### src/rtl/core/sclp_pkg.sv
`timescale 1ns / 1ps
package sclp_pkg;

    localparam int LINE_CAPACITY = 128;
    localparam int ARG_CAPACITY  = 10;

    localparam int LINE_W    = $clog2(LINE_CAPACITY);
    localparam int ARG_IDX_W = (ARG_CAPACITY > 1) ? $clog2(ARG_CAPACITY) : 1;
    localparam int COUNT_W   = 4;
    localparam int VALUE_W   = 31;
    localparam int TDATA_W   = 40;

    localparam logic [LINE_W-1:0]  LINE_LAST = LINE_W'(LINE_CAPACITY - 1);
    localparam logic [VALUE_W-1:0] ARG_MAX   = '1;

    localparam logic [7:0] CH_NUL   = 8'h00;
    localparam logic [7:0] CH_LF    = 8'h0A;
    localparam logic [7:0] CH_CR    = 8'h0D;
    localparam logic [7:0] CH_SPACE = 8'h20;
    localparam logic [7:0] CH_ZERO  = 8'h30;
    localparam logic [7:0] CH_NINE  = 8'h39;

    localparam logic [2:0] CODE_ERROR = 3'd0;
    localparam logic [2:0] CODE_EMPTY = 3'd7;
    localparam logic [3:0] CODE_NONE  = 4'd8;

    // Command names, second char in the upper byte.
    // RS, DF, GV, CR, CP, L0, GB
    localparam logic [15:0] CMD_NAMES [7] = '{
        16'h5352, 16'h4644, 16'h5647, 16'h5243, 16'h5043, 16'h304C, 16'h4247
    };

    typedef enum logic [2:0] {
        PH_IDLE      = 3'd0,
        PH_TXT_EMPTY = 3'd1,
        PH_TXT_CMD   = 3'd2,
        PH_TXT_ARGS  = 3'd3,
        PH_BIN_CMD2  = 3'd4,
        PH_BIN_COUNT = 3'd5,
        PH_BIN_ARGS  = 3'd6
    } phase_t;

    typedef enum logic [1:0] {
        SQ_PARSE = 2'd0,
        SQ_HEAD  = 2'd1,
        SQ_ARG   = 2'd2
    } seq_t;

    typedef struct packed {
        phase_t              phase;
        logic [LINE_W-1:0]   line_len;
        logic                token_open;
        logic [15:0]         chars;
        logic [1:0]          char_cnt;
        logic [2:0]          parsed;
        logic                line_err;
        logic                text_ended;
        logic [COUNT_W-1:0]  arg_total;
        logic [7:0]          raw_rem;
        logic [VALUE_W-1:0]  acc;
    } parse_state_t;

    function automatic logic [7:0] upcase(logic [7:0] c);
        return (c >= 8'h61 && c <= 8'h7A) ? c - 8'h20 : c;
    endfunction

    // Code 0..6, or CODE_NONE.
    function automatic logic [3:0] cmd_lookup(logic [7:0] c0, logic [7:0] c1);
        logic [3:0] code;
        code = CODE_NONE;
        for (int i = 6; i >= 0; i--) begin
            if (CMD_NAMES[i] == {c1, c0}) begin
                code = 4'(i);
            end
        end
        return code;
    endfunction

endpackage

### src/rtl/core/serial_command_line_parser_core.sv
`timescale 1ns / 1ps
// Serial command-line parser.
// Slave stream (s_*) takes one received byte per transfer. Master stream (m_*)
// gives, per decoded command, one header (m_tuser = 0) and then one transfer per
// argument (m_tuser = 1); m_tlast marks the final transfer of a command.
// cfg_wen/cfg_wdata write binary_mode (0 text lines, 1 binary packets); a write
// drops any partial command. Write it only while the block is idle.
// Throughput: one byte per cycle while parsing; the per-byte parse is
// combinational. When a byte ends a command, s_tready drops and the emit
// sequencer hands out the header and then its arguments, reading the argument
// RAM once per argument (registered read, prefetched while the previous result
// goes out). m_tvalid rises with the header once the sequencer has entered its
// header state and loaded the output register.
// A stalled m_tready holds the current result in the output register; the
// sequencer waits, and s_tready stays low until the last transfer of the
// command is loaded into the output register.
// Reset (rst_n low, async): text mode, parser idle, no result pending. The
// argument RAM is not cleared; only entries written for the current command
// are read.
module serial_command_line_parser_core (
    input  logic                        clk,
    input  logic                        rst_n,
    input  logic                        cfg_wen,
    input  logic                        cfg_wdata,   // binary_mode
    input  logic                        s_tvalid,
    output logic                        s_tready,
    input  logic [7:0]                  s_tdata,     // [7:0] rx_byte
    output logic                        m_tvalid,
    input  logic                        m_tready,
    // [0] status, [3:1] command_code, [7:4] arg_count, [38:8] arg_value, [39] 0
    output logic [sclp_pkg::TDATA_W-1:0] m_tdata,
    output logic                        m_tuser,     // [0] kind
    output logic                        m_tlast      // last
);
    import sclp_pkg::*;

    // configuration and parse state
    logic         binary_mode_reg;
    parse_state_t ps_reg, ps_next;

    // emit sequencer
    seq_t                 seq_reg, seq_next;
    logic [2:0]           em_code_reg, em_code_next;
    logic [COUNT_W-1:0]   em_n_reg, em_n_next;
    logic                 em_err_reg, em_err_next;
    logic [ARG_IDX_W-1:0] em_idx_reg, em_idx_next;

    // output register
    logic               out_valid_reg, out_valid_next;
    logic               out_load;
    logic               out_kind_reg, out_kind_next;
    logic               out_status_reg, out_status_next;
    logic [2:0]         out_code_reg, out_code_next;
    logic [COUNT_W-1:0] out_count_reg, out_count_next;
    logic [VALUE_W-1:0] out_value_reg, out_value_next;
    logic               out_last_reg, out_last_next;

    // argument RAM
    logic                 ram_we, ram_re;
    logic [ARG_IDX_W-1:0] ram_waddr, ram_raddr;
    logic [VALUE_W-1:0]   ram_wdata, ram_rdata;

    logic               in_xfer;
    logic               start_emit, start_err;
    logic [2:0]         start_code;
    logic [COUNT_W-1:0] start_n;

    assign s_tready = (seq_reg == SQ_PARSE);
    assign in_xfer  = s_tvalid && s_tready;

    sclp_ram #(
        .WIDTH(VALUE_W),
        .DEPTH(ARG_CAPACITY)
    ) u_arg_ram (
        .clk  (clk),
        .we   (ram_we),
        .waddr(ram_waddr),
        .wdata(ram_wdata),
        .re   (ram_re),
        .raddr(ram_raddr),
        .rdata(ram_rdata)
    );

    // ---------------------------------------------------------------
    // Byte parser: one byte per cycle while s_tready is high.
    // ---------------------------------------------------------------
    always_comb
    begin
        parse_state_t       cur;
        logic [7:0]         c;
        logic               body, eol, do_close, is_digit;
        logic [3:0]         code;
        logic [VALUE_W+3:0] prod;

        c          = s_tdata;
        cur        = ps_reg;
        body       = 1'b0;
        eol        = 1'b0;
        do_close   = 1'b0;
        is_digit   = (c >= CH_ZERO) && (c <= CH_NINE);
        code       = CODE_NONE;
        prod       = '0;
        start_emit = 1'b0;
        start_err  = 1'b0;
        start_code = CODE_ERROR;
        start_n    = '0;
        ram_we     = 1'b0;
        ram_waddr  = '0;
        ram_wdata  = '0;

        // a mode change leaves the other mode's partial command behind
        if (binary_mode_reg ? (ps_reg.phase != PH_IDLE && ps_reg.phase < PH_BIN_CMD2)
                            : (ps_reg.phase >= PH_BIN_CMD2))
        begin
            cur = '0;
        end
        ps_next = cur;

        if (binary_mode_reg)
        begin
            case (cur.phase)
                PH_IDLE:
                begin
                    ps_next.chars    = {8'h00, c};
                    ps_next.char_cnt = 2'd1;
                    ps_next.phase    = PH_BIN_CMD2;
                end
                PH_BIN_CMD2:
                begin
                    code = (cur.chars[7:0] == CH_NUL) ? {1'b0, CODE_EMPTY}
                                                      : cmd_lookup(cur.chars[7:0], c);
                    ps_next.chars    = {c, cur.chars[7:0]};
                    ps_next.char_cnt = 2'd2;
                    ps_next.parsed   = code[2:0];
                    ps_next.phase    = PH_BIN_COUNT;
                    if (code[3])
                    begin
                        start_emit = 1'b1;
                        start_err  = 1'b1;
                    end
                end
                PH_BIN_COUNT:
                begin
                    if (c > 8'(ARG_CAPACITY))
                    begin
                        start_emit = 1'b1;
                        start_err  = 1'b1;
                    end
                    else if (c == CH_NUL)
                    begin
                        start_emit = 1'b1;
                        start_code = cur.parsed;
                    end
                    else
                    begin
                        ps_next.raw_rem   = c;
                        ps_next.arg_total = '0;
                        ps_next.phase     = PH_BIN_ARGS;
                    end
                end
                default:
                begin
                    if (cur.arg_total < COUNT_W'(ARG_CAPACITY))
                    begin
                        ram_we            = 1'b1;
                        ram_waddr         = cur.arg_total[ARG_IDX_W-1:0];
                        ram_wdata         = {{(VALUE_W-8){1'b0}}, upcase(c)};
                        ps_next.arg_total = cur.arg_total + 1'b1;
                    end
                    if (cur.raw_rem != 8'd0)
                    begin
                        ps_next.raw_rem = cur.raw_rem - 1'b1;
                    end
                    if (ps_next.raw_rem == 8'd0)
                    begin
                        start_emit = 1'b1;
                        start_code = cur.parsed;
                        start_n    = ps_next.arg_total;
                    end
                end
            endcase
        end
        else if (cur.line_len >= LINE_LAST)
        begin
            // overlong line: error at once
            start_emit = 1'b1;
            start_err  = 1'b1;
        end
        else
        begin
            ps_next.line_len = cur.line_len + 1'b1;
            case (cur.phase)
                PH_IDLE:
                begin
                    if (c == CH_CR)
                    begin
                        start_emit = 1'b1;
                        start_code = CODE_EMPTY;
                    end
                    else if (c == CH_LF)
                    begin
                        ps_next.phase = PH_TXT_EMPTY;
                    end
                    else
                    begin
                        ps_next.phase = PH_TXT_CMD;
                        body          = 1'b1;
                    end
                end
                PH_TXT_EMPTY:
                begin
                    if (c == CH_CR)
                    begin
                        start_emit = 1'b1;
                        start_code = CODE_EMPTY;
                    end
                end
                default:
                begin
                    if (c != CH_CR)
                    begin
                        body = 1'b1;
                    end
                    else
                    begin
                        eol      = 1'b1;
                        do_close = !cur.text_ended;
                    end
                end
            endcase

            if (body && !cur.text_ended)
            begin
                if (c == CH_NUL)
                begin
                    do_close           = 1'b1;
                    ps_next.text_ended = 1'b1;
                end
                else if (c == CH_SPACE || c == CH_LF)
                begin
                    do_close = 1'b1;
                end
                else
                begin
                    ps_next.token_open = 1'b1;
                    if (ps_next.phase == PH_TXT_CMD)
                    begin
                        if (cur.char_cnt < 2'd2)
                        begin
                            if (cur.char_cnt[0])
                            begin
                                ps_next.chars[15:8] = upcase(c);
                            end
                            else
                            begin
                                ps_next.chars[7:0] = upcase(c);
                            end
                            ps_next.char_cnt = cur.char_cnt + 1'b1;
                        end
                        else
                        begin
                            ps_next.char_cnt = 2'd3;
                        end
                    end
                    else if (is_digit)
                    begin
                        // acc * 10 + digit, saturating
                        prod = ({4'b0, cur.acc} << 3) + ({4'b0, cur.acc} << 1)
                             + (VALUE_W+4)'(c[3:0]);
                        ps_next.acc = (prod > (VALUE_W+4)'(ARG_MAX)) ? ARG_MAX
                                                                     : prod[VALUE_W-1:0];
                    end
                    else
                    begin
                        ps_next.line_err = 1'b1;
                    end
                end
            end

            if (do_close && cur.token_open)
            begin
                ps_next.token_open = 1'b0;
                if (ps_next.phase == PH_TXT_CMD)
                begin
                    if (cur.char_cnt == 2'd2)
                    begin
                        code = cmd_lookup(cur.chars[7:0], cur.chars[15:8]);
                    end
                    if (code[3])
                    begin
                        ps_next.line_err = 1'b1;
                    end
                    else
                    begin
                        ps_next.parsed = code[2:0];
                    end
                    ps_next.phase = PH_TXT_ARGS;
                end
                else
                begin
                    if (cur.arg_total < COUNT_W'(ARG_CAPACITY))
                    begin
                        ram_we            = 1'b1;
                        ram_waddr         = cur.arg_total[ARG_IDX_W-1:0];
                        ram_wdata         = cur.acc;
                        ps_next.arg_total = cur.arg_total + 1'b1;
                    end
                    else
                    begin
                        ps_next.line_err = 1'b1;
                    end
                    ps_next.acc = '0;
                end
            end

            if (eol)
            begin
                start_emit = 1'b1;
                if (ps_next.phase == PH_TXT_CMD || ps_next.line_err)
                begin
                    start_err = 1'b1;
                end
                else
                begin
                    start_code = ps_next.parsed;
                    start_n    = ps_next.arg_total;
                end
            end
        end

        if (start_emit)
        begin
            ps_next = '0;
        end
        if (start_err)
        begin
            start_code = CODE_ERROR;
            start_n    = '0;
        end

        if (!in_xfer)
        begin
            ps_next    = ps_reg;
            start_emit = 1'b0;
            ram_we     = 1'b0;
        end
    end

    // ---------------------------------------------------------------
    // Emit sequencer: header, then arguments out of the RAM.
    // ---------------------------------------------------------------
    always_comb
    begin
        logic out_free;

        out_free        = !out_valid_reg || m_tready;
        seq_next        = seq_reg;
        em_code_next    = em_code_reg;
        em_n_next       = em_n_reg;
        em_err_next     = em_err_reg;
        em_idx_next     = em_idx_reg;
        out_load        = 1'b0;
        out_kind_next   = 1'b0;
        out_status_next = 1'b0;
        out_code_next   = em_code_reg;
        out_count_next  = em_n_reg;
        out_value_next  = '0;
        out_last_next   = 1'b0;
        ram_re          = 1'b0;
        ram_raddr       = '0;

        case (seq_reg)
            SQ_PARSE:
            begin
                if (start_emit)
                begin
                    em_code_next = start_code;
                    em_n_next    = start_n;
                    em_err_next  = start_err;
                    seq_next     = SQ_HEAD;
                end
            end
            SQ_HEAD:
            begin
                if (out_free)
                begin
                    out_load        = 1'b1;
                    out_status_next = em_err_reg;
                    out_last_next   = (em_n_reg == '0);
                    if (em_n_reg == '0)
                    begin
                        seq_next = SQ_PARSE;
                    end
                    else
                    begin
                        ram_re      = 1'b1;
                        em_idx_next = '0;
                        seq_next    = SQ_ARG;
                    end
                end
            end
            SQ_ARG:
            begin
                if (out_free)
                begin
                    out_load       = 1'b1;
                    out_kind_next  = 1'b1;
                    out_value_next = ram_rdata;
                    out_last_next  = (COUNT_W'(em_idx_reg) + 1'b1 == em_n_reg);
                    if (out_last_next)
                    begin
                        seq_next = SQ_PARSE;
                    end
                    else
                    begin
                        ram_re      = 1'b1;
                        ram_raddr   = em_idx_reg + 1'b1;
                        em_idx_next = em_idx_reg + 1'b1;
                    end
                end
            end
            default:
            begin
                seq_next = SQ_PARSE;
            end
        endcase

        out_valid_next = out_load || (out_valid_reg && !m_tready);
    end

    // ---------------------------------------------------------------
    // Registers
    // ---------------------------------------------------------------
    always_ff @(posedge clk or negedge rst_n)
    begin
        if (!rst_n)
        begin
            binary_mode_reg <= 1'b0;
            ps_reg          <= '0;
            seq_reg         <= SQ_PARSE;
            em_code_reg     <= '0;
            em_n_reg        <= '0;
            em_err_reg      <= 1'b0;
            em_idx_reg      <= '0;
            out_valid_reg   <= 1'b0;
        end
        else
        begin
            if (cfg_wen)
            begin
                binary_mode_reg <= cfg_wdata;
                ps_reg          <= '0;
            end
            else
            begin
                ps_reg <= ps_next;
            end
            seq_reg       <= seq_next;
            em_code_reg   <= em_code_next;
            em_n_reg      <= em_n_next;
            em_err_reg    <= em_err_next;
            em_idx_reg    <= em_idx_next;
            out_valid_reg <= out_valid_next;
        end
    end

    always_ff @(posedge clk)
    begin
        if (out_load)
        begin
            out_kind_reg   <= out_kind_next;
            out_status_reg <= out_status_next;
            out_code_reg   <= out_code_next;
            out_count_reg  <= out_count_next;
            out_value_reg  <= out_value_next;
            out_last_reg   <= out_last_next;
        end
    end

    assign m_tvalid = out_valid_reg;
    assign m_tdata  = {1'b0, out_value_reg, out_count_reg, out_code_reg, out_status_reg};
    assign m_tuser  = out_kind_reg;
    assign m_tlast  = out_last_reg;

endmodule

### src/rtl/core/sclp_ram.sv
`timescale 1ns / 1ps
module sclp_ram #(
    parameter int WIDTH = 8,
    parameter int DEPTH = 16
) (
    input  logic                                     clk,
    input  logic                                     we,
    input  logic [((DEPTH > 1) ? $clog2(DEPTH) : 1)-1:0] waddr,
    input  logic [WIDTH-1:0]                         wdata,
    input  logic                                     re,
    input  logic [((DEPTH > 1) ? $clog2(DEPTH) : 1)-1:0] raddr,
    output logic [WIDTH-1:0]                         rdata
);

    logic [WIDTH-1:0] mem [DEPTH];
    logic [WIDTH-1:0] rdata_reg;

    always_ff @(posedge clk)
    begin
        if (we)
        begin
            mem[waddr] <= wdata;
        end
        if (re)
        begin
            rdata_reg <= mem[raddr];
        end
    end

    assign rdata = rdata_reg;

endmodule

### config.mk
export PLATFORM = sky130hd
export DESIGN_NAME = serial_command_line_parser_core
export DESIGN_NICKNAME = d
export VERILOG_FILES = /design/src/rtl/core/sclp_pkg.sv /design/src/rtl/core/serial_command_line_parser_core.sv /design/src/rtl/core/sclp_ram.sv
export SDC_FILE = /design/constraint.sdc
export NUM_CORES = 1
export LEC_CHECK = 0
export ABC_AREA = 1
export CORE_MARGIN = 3
export CORE_UTILIZATION = 38
export CTS_CLUSTER_SIZE = 12
export DETAILED_ROUTE_END_ITERATION = 12
export DONT_BUFFER_PORTS = 1
export GPL_TIMING_DRIVEN = 0
export HOLD_SLACK_MARGIN = 0.06
export PLACE_DENSITY = 0.63
export SLEW_MARGIN = 5
export SYNTH_ARGS = -nofsm -noshare
export SYNTH_HDL_FRONTEND = slang
export SYNTH_SLANG_ARGS = --single-unit
### constraint.sdc
create_clock -name clk -period 6.02 [get_ports clk]
set_input_delay 0.301 -clock clk [delete_from_list [all_inputs] [get_ports clk]]
set_output_delay 0.301 -clock clk [all_outputs]
set_load 0.02 [all_outputs]
== Yosys cells after proc, flatten, opt, wreduce, memory -nomap -nowiden ==
Memory sizes are Yosys's and may differ from the RTL's. A register that Yosys moved wholly into a read port is not among the register bits.
Cells that the tools add are included.
Storage, ports and cells
  output and inout port bits: 44
  register bits after elaboration: 134
  memory bits (read-only): 0
  memory bits (writable): 310
  memories: 1
  bits in latches: 0
Operators by class
  reduce and logical (&&, ||, !) cells: 33
  divide/modulo/power cells: 0
  bitwise logic cells: 0
  muxes and demuxes: 189
  shift operators: 0
  magnitude comparators: 11
  $add $sub $neg: 8
  equality and inequality tests: 33
  multiply operators: 0
Memory list
  u_arg_ram.mem: words 10, bits a word 31, read ports 1, clocked after memory_dff 1, wr ports 1, line sclp_ram.sv:15  | logic [WIDTH-1:0] mem [DEPTH];
Operator list (count)
  two-way mux 31 bit: 15
  two-way mux 77 bit: 4
  two-way mux 4 bit: 49
  equality test 15 x 16 -> 1 bit, first input constant: 12
  two-way mux 8 bit: 10
  two-way mux 3 bit: 24
  two-way mux 1 bit: 58
  two-way mux 19 bit: 3
  two-way mux 38 bit: 1
  one-hot mux 18 bit (2 select lines): 1
  adder 34 x 32 -> 35 bit: 1
  adder 35 x 4 -> 35 bit: 1
  > comparator 35 x 31 -> 1 bit, second input constant: 1
  equality test 14 x 16 -> 1 bit, first input constant: 2
  logical NOT 8 bit: 3
  two-way mux 12 bit: 2
  one-hot mux 12 bit (2 select lines): 1
  two-way mux 21 bit: 1
  two-way mux 18 bit: 1
  two-way mux 2 bit: 9
  equality test 8 x 4 -> 1 bit, second input constant: 2
  two-way mux 16 bit: 1
  inequality test 2 bit, second input constant: 5
  one-hot mux 3 bit (3 select lines): 1
  other kinds (43): 66

== Longest topological paths before layout ==
  word-level depth: 28
  gate-level depth with buffers: 32
  mapped depth without buffers: 28

== Cells and area by module ==
Synthesis repeated with hierarchy kept, for this count alone.
Unflattened totals
  cells, all modules: 3182
  area total of the unflattened synthesis: 26260.2 µm²
By module, submodules not included
  sclp_ram: cells each 1231, area an instance 13910.8 µm², times used 1
  serial_command_line_parser_core: cells each 1951, area an instance 12349.3 µm², times used 1

== Worst setup path before layout ==
No wires, ideal clock.
  kind: register to register
  from: register ps_reg[76] (netlist bit)
  to: memory u_arg_ram.mem[7][0] (netlist bit) (enable)
  setup time: 0.458 ns
  slack: 1.006 ns
  stages on the path, launching flop included: 20
  required time: 5.562 ns
  data arrival time: 4.556 ns
  clock period less this slack: 5.014 ns
  path through: dfrtp_1 -> buf_6 -> inv_2 -> nand3_4 -> nand2_8 -> buf_6 -> buf_6 -> buf_2 -> nor2_1 -> ha_1 -> nand3_1 -> nor3_2 -> nand2_1 -> nand2_2 -> nor2_2 -> buf_4 -> nand3_2 -> nand2_1 -> nand2_1 -> nor3_1
On the way
  word-level cells in the longest chain between the ends: 19
  elaborated cells on any way between the ends: 47
RTL lines
  start: declaration: line serial_command_line_parser_core.sv:39  | parse_state_t ps_reg, ps_next;
  start signal: assignment: line serial_command_line_parser_core.sv:456  | ps_reg <= ps_next;
  < comparator 3 bit / nonzero test 3 bit (equally long branches): line serial_command_line_parser_core.sv:112  | if (binary_mode_reg ? (ps_reg.phase != PH_IDLE && ps_reg.phase < PH_BIN_CMD2)
  logical AND 1 bit: line serial_command_line_parser_core.sv:112
  two-way mux 1 bit: line serial_command_line_parser_core.sv:112
  two-way mux 77 bit (*): line serial_command_line_parser_core.sv:112
  equality test 3 x 1 -> 1 bit, or another cell as far along: line serial_command_line_parser_core.sv:192  | case (cur.phase)
  one-hot mux 1 bit (2 select lines), or another cell as far along: line serial_command_line_parser_core.sv:192
  two-way mux 1 bit (on tied branches): line serial_command_line_parser_core.sv:183, serial_command_line_parser_core.sv:192
  two-way mux 1 bit (on tied branches): line serial_command_line_parser_core.sv:119, serial_command_line_parser_core.sv:239
  [3 not listed]
  two-way mux 1 bit: line serial_command_line_parser_core.sv:119  | if (binary_mode_reg)
  logical AND 1 bit: line serial_command_line_parser_core.sv:280  | if (do_close && cur.token_open)
  two-way mux 1 bit: line serial_command_line_parser_core.sv:280
  two-way mux 1 bit: line serial_command_line_parser_core.sv:183  | else if (cur.line_len >= LINE_LAST)
  two-way mux 1 bit: line serial_command_line_parser_core.sv:119
  two-way mux 1 bit: line serial_command_line_parser_core.sv:341  | if (!in_xfer)
  two-way mux 1 bit: line sclp_ram.sv:20  | if (we)
  two-way mux 1 bit (not written as such): line sclp_ram.sv:22  | mem[waddr] <= wdata;
  end: declaration: line sclp_ram.sv:15
Every way passes the cells marked *; elsewhere a longest branch is shown, timed or not. The select of a mux whose other input is x is not followed.

== Worst setup path in the final report ==
  from: register ps_reg[76] (netlist bit)
  to: register ps_reg[15] (netlist bit)
On the way
  word-level cells in the longest chain between the ends: 21
  elaborated cells on any way between the ends: 80
RTL lines
  < comparator 3 bit / nonzero test 3 bit (equally long branches): line serial_command_line_parser_core.sv:112
  logical AND 1 bit: line serial_command_line_parser_core.sv:112
  two-way mux 1 bit: line serial_command_line_parser_core.sv:112
  two-way mux 77 bit (*): line serial_command_line_parser_core.sv:112
  branches (longest 14 deep; another with adder 34 x 32 -> 35 bit)
  two-way mux 77 bit (*): line serial_command_line_parser_core.sv:331  | if (start_emit)
  two-way mux 77 bit (*): line serial_command_line_parser_core.sv:341
  two-way mux 77 bit (*): line serial_command_line_parser_core.sv:449  | if (cfg_wen)
Mark *: on every way between the ends. The select of a mux whose other input is x is not followed.
A chain may end at the register's enable or synchronous reset.

==> metrics.md <==
| Metric | Value |
|---|---|
| Outcome | `complete, no violations` |
| Vias in the first global route | `19,500` |
| Worst R2R Path Depth | `26` |
| DRT Wirelength | `72,400 µm` |
| Area after DPL | `0.0272 mm²` |
| Clock Skew | `0.0220 ns` |
| TritonCTS buffer count | `52` |
| Hold Violations, Final | `0` |
| Relative slew margins | `14.7%` |
| Mux contribution to synthesized area | `1.21%` |
| Antenna fix cells | `0` |
| Power Density | `289 mW/mm²` |
| Hold Startpoint | `s_tdata[5]` |
| Post-synth top flop | `edfxtp_1` |
| Syn nets | `2,878` |
| Global route overflow | `0` |
| # H-tree levels | `2` |
| Clock transition at path regs | `0.06 ns` |
| Synth cell types | `60` |
| Initial Util | `38.7%` |
| Critical Path RT | `6.48 ns` |
| Met3 wire length | `5250 µm` |
| Fin crit share | `94.8%` |
| Vias/cell | `5.41` |
| Routed length per instance | `19.2 µm` |
| Most common cell after layout, fill and taps aside | `nand2_1` |
| Chip width | `266 µm` |
| CP Class | `flop to flop` |
| Core area | `0.0665 mm²` |
| Synth Area in Compound Gates | `13.9%` |
| Max-cap violations | `0` |
| Post-Syn Area | `0.0257 mm²` |
| RSZ-0062 raised after global routing | `no` |
| DP Worst Slack | `0.495 ns` |
| Design Area, Final | `0.0290 mm²` |
| First-pass GRT wire length | `113,000 µm` |
| Crit Path Max Fanout | `10` |
| Largest family of logic cells by synthesized area | `simple AND/OR/NAND/NOR gates` |
| GRT Util Overall | `20.3%` |
| Initial DRC Count | `1,989` |
| Number of synthesized flops with an enable pin | `382` |
| Hold Crit Endpoint | `ps_reg[36]` |
| Worst VDD drop | `205 µV` |
| Sequential cell area | `0.0138 mm²` |
| Flops & latches, synth | `475` |
| Adder-Cell Fraction of Synth Area | `3.63%` |
| Post-Synth XOR/XNOR Area | `1.12%` |
| # clock sinks | `475` |
| Vias | `20,400` |
| Reg-to-Reg End | `ps_reg[15]` |
| Leakage power | `11.6 nW` |
| Yosys warnings | `0` |
| Crit start category | `flop` |
| DRC viols | `0` |
| Synthesized area per cell | `9.22 µm²` |
| Final ANT Viol Nets | `0` |
| Die area | `0.0709 mm²` |
| Final Hold Slack | `0.148 ns` |
| WP data arrival | `6.17 ns` |
| Area delta synth->final | `12.7%` |
| Die Y | `266 µm` |
| Max-slew violation count | `0` |
| Placer congestion estimate | `0.924` |
| Clk Latency, worst-skew pair | `0.60 ns` |
| DP HPWL | `52,200 µm` |
| PnR worst setup slack | `0.316 ns` |
| Fill cell count | `6,380` |
| # IOs | `58` |
| Deepest clock path buffer count | `3` |
| CTS tree | `built` |
| Met1 wire length | `31,500 µm` |
| Asr flop ratio synth | `19.6%` |
| Flip-flop count of the largest register after layout | `310` |
| Crit path launch | `ps_reg[76]` |
| Worst Tran Pin Value | `1.27 ns` |
| Register area share after synthesis | `53.6%` |
| # placed instances | `3,669` |
| Met2 routed WL | `33,800 µm` |
| Hold Path Class | `input port to flop` |
| First-pass DRT Iterations | `7` |
| Worst Hold Depth | `4` |
| Final Non-Filler Cells | `3,772` |
| Fin crit period | `5.70 ns` |
| Simple-Gate Fraction of Synth Area | `20.6%` |
| IO Port Bufs | `0` |
| Initial antenna violation count | `0` |
| Root Buffer | `clkbuf_16` |
| Reg-to-reg slack, setup | `0.32 ns` |
| Crit. End Element | `flop` |
| Share of cells above drive strength 1 | `8.94%` |
| FMAX | `175 MHz` |
| Uppermost layer routed | `met4` |
| Critical R2R Launch | `ps_reg[76]` |
| Mapped Cells | `2,790` |
| Final setup violation count | `0` |
| Rows | `94` |
| Post-CTS Setup Repair Bufs | `0` |
| Nets | `2,956` |
| Final cell utilization of the core | `43.7%` |
| Most frequent cells in the layout | `nand2_1, edfxtp_1, nor2_1` |
| Multi-input logic area | `0.0105 mm²` |
| Largest net degree at the start of global routing | `94` |
-- final cells by class --
class / instances / share of cell area [%]
repair buffers: 25 / 1.43
inverters: 236 / 3.06
clock buffers: 72 / 4.88
flip-flops and latches: 475 / 47.6
well taps: 864 / 3.73
plain buffers: 133 / 2.21
clock inverters: 22 / 0.975
multi-input cells: 1945 / 36.2
-- cells in the mapped netlist, types with 32 or more instances --
library cell | number | area [µm²]
a21oi_1 | 128 | 641
clkbuf_1 | 77 | 289
dfrtp_1 | 93 | 2330
edfxtp_1 | 382 | 11500
ha_1 | 73 | 913
inv_1 | 219 | 822
nand2_1 | 588 | 2210
nand3_1 | 184 | 921
nor2_1 | 319 | 1200
o211ai_1 | 43 | 323
o21ai_0 | 167 | 836
o21ai_1 | 35 | 175
o21bai_1 | 37 | 278
o22ai_1 | 36 | 225
o31ai_1 | 33 | 248
or2_2 | 32 | 200
-- worst max path at each step --
stage / end / slack, ns / cells after the start
floorplan: u_arg_ram.mem[7][0] / 1.01 / 19
global placement: u_arg_ram.mem[7][21] / -1.90 / 19
detailed placement: ps_reg[15] / 0.50 / 25
CTS: ps_reg[15] / 0.46 / 25
global route: ps_reg[7] / 0.06 / 26
finish: ps_reg[15] / 0.32 / 26
-- per-stage QoR --
step                setup TNS [ns]  total power [mW]
floorplan                        0              4.87
global placement           -132.10              5.24
CTS                              0              8.41
global route                     0              8.73
detailed placement               0              5.26
finish                           0              8.38
-- worst max-delay path, stage by stage, from the launching register on --
cell and delay (ns):
dfrtp_1 0.38, buf_6 0.15, inv_2 0.12, nand3_4 0.15, nand2_8 0.17, buf_6 0.23, buf_6 0.23, buf_2 0.34
nor2_1 0.16, xor2_1 0.16, inv_1 0.06, ha_1 0.30, inv_1 0.06, fa_1 0.45, o21ai_1 0.33, a21oi_1 0.22
o21ai_1 0.44, nand2_1 0.20, nand3_1 0.11, nand2_1 0.06, a21oi_1 0.19, clkbuf_1 0.38, nand3_1 0.14, nand2_1 0.09
nand2_1 0.05, a21boi_0 0.29, o21ai_1 0.09
-- kinds of logic (layout without fill, tap and decap cells) --
family | Yosys count | after routing
AO/OA/AOI/OAI | 584 | 584
XOR/XNOR | 32 | 32
adder cells (fa/ha/maj) | 74 | 74
AND/OR/NAND/NOR | 1223 | 1223
multiplexers | 31 | 31
flip-flops | 475 | 475
buffers and inverters | 370 | 488
other | 1 | 1
-- timing repair --
| action | 4_1_cts | 5_1_grt |
|---|---|---|
| gates resized for setup | 0 | 1 |
| hold buffers | 10 | 0 |
| endpoints found under the setup margin | 0 | 17 |
| hold endpoints to repair | 103 | 0 |
-- report_power, final --
| part | leakage, nW | internal, mW | switching, mW | total, mW |
|---|---|---|---|---|
| Combinational | 6.06 | 0.400 | 0.970 | 1.37 |
| Clock | 0.816 | 1.83 | 1.31 | 3.14 |
| Sequential | 4.77 | 3.69 | 0.171 | 3.86 |
| Total | 11.6 | 5.92 | 2.45 | 8.38 |
-- per-layer routing --
| metal | GRT usage, % | up-vias |
|---|---|---|
| li1 | - | 9822 |
| met3 | 2.60 | 139 |
| met5 | 0 | - |
| met2 | 33.7 | 791 |
| met4 | 6.18 | 0 |
| met1 | 28.0 | 9636 |
Note: power is estimated with default switching activity, not from simulation.
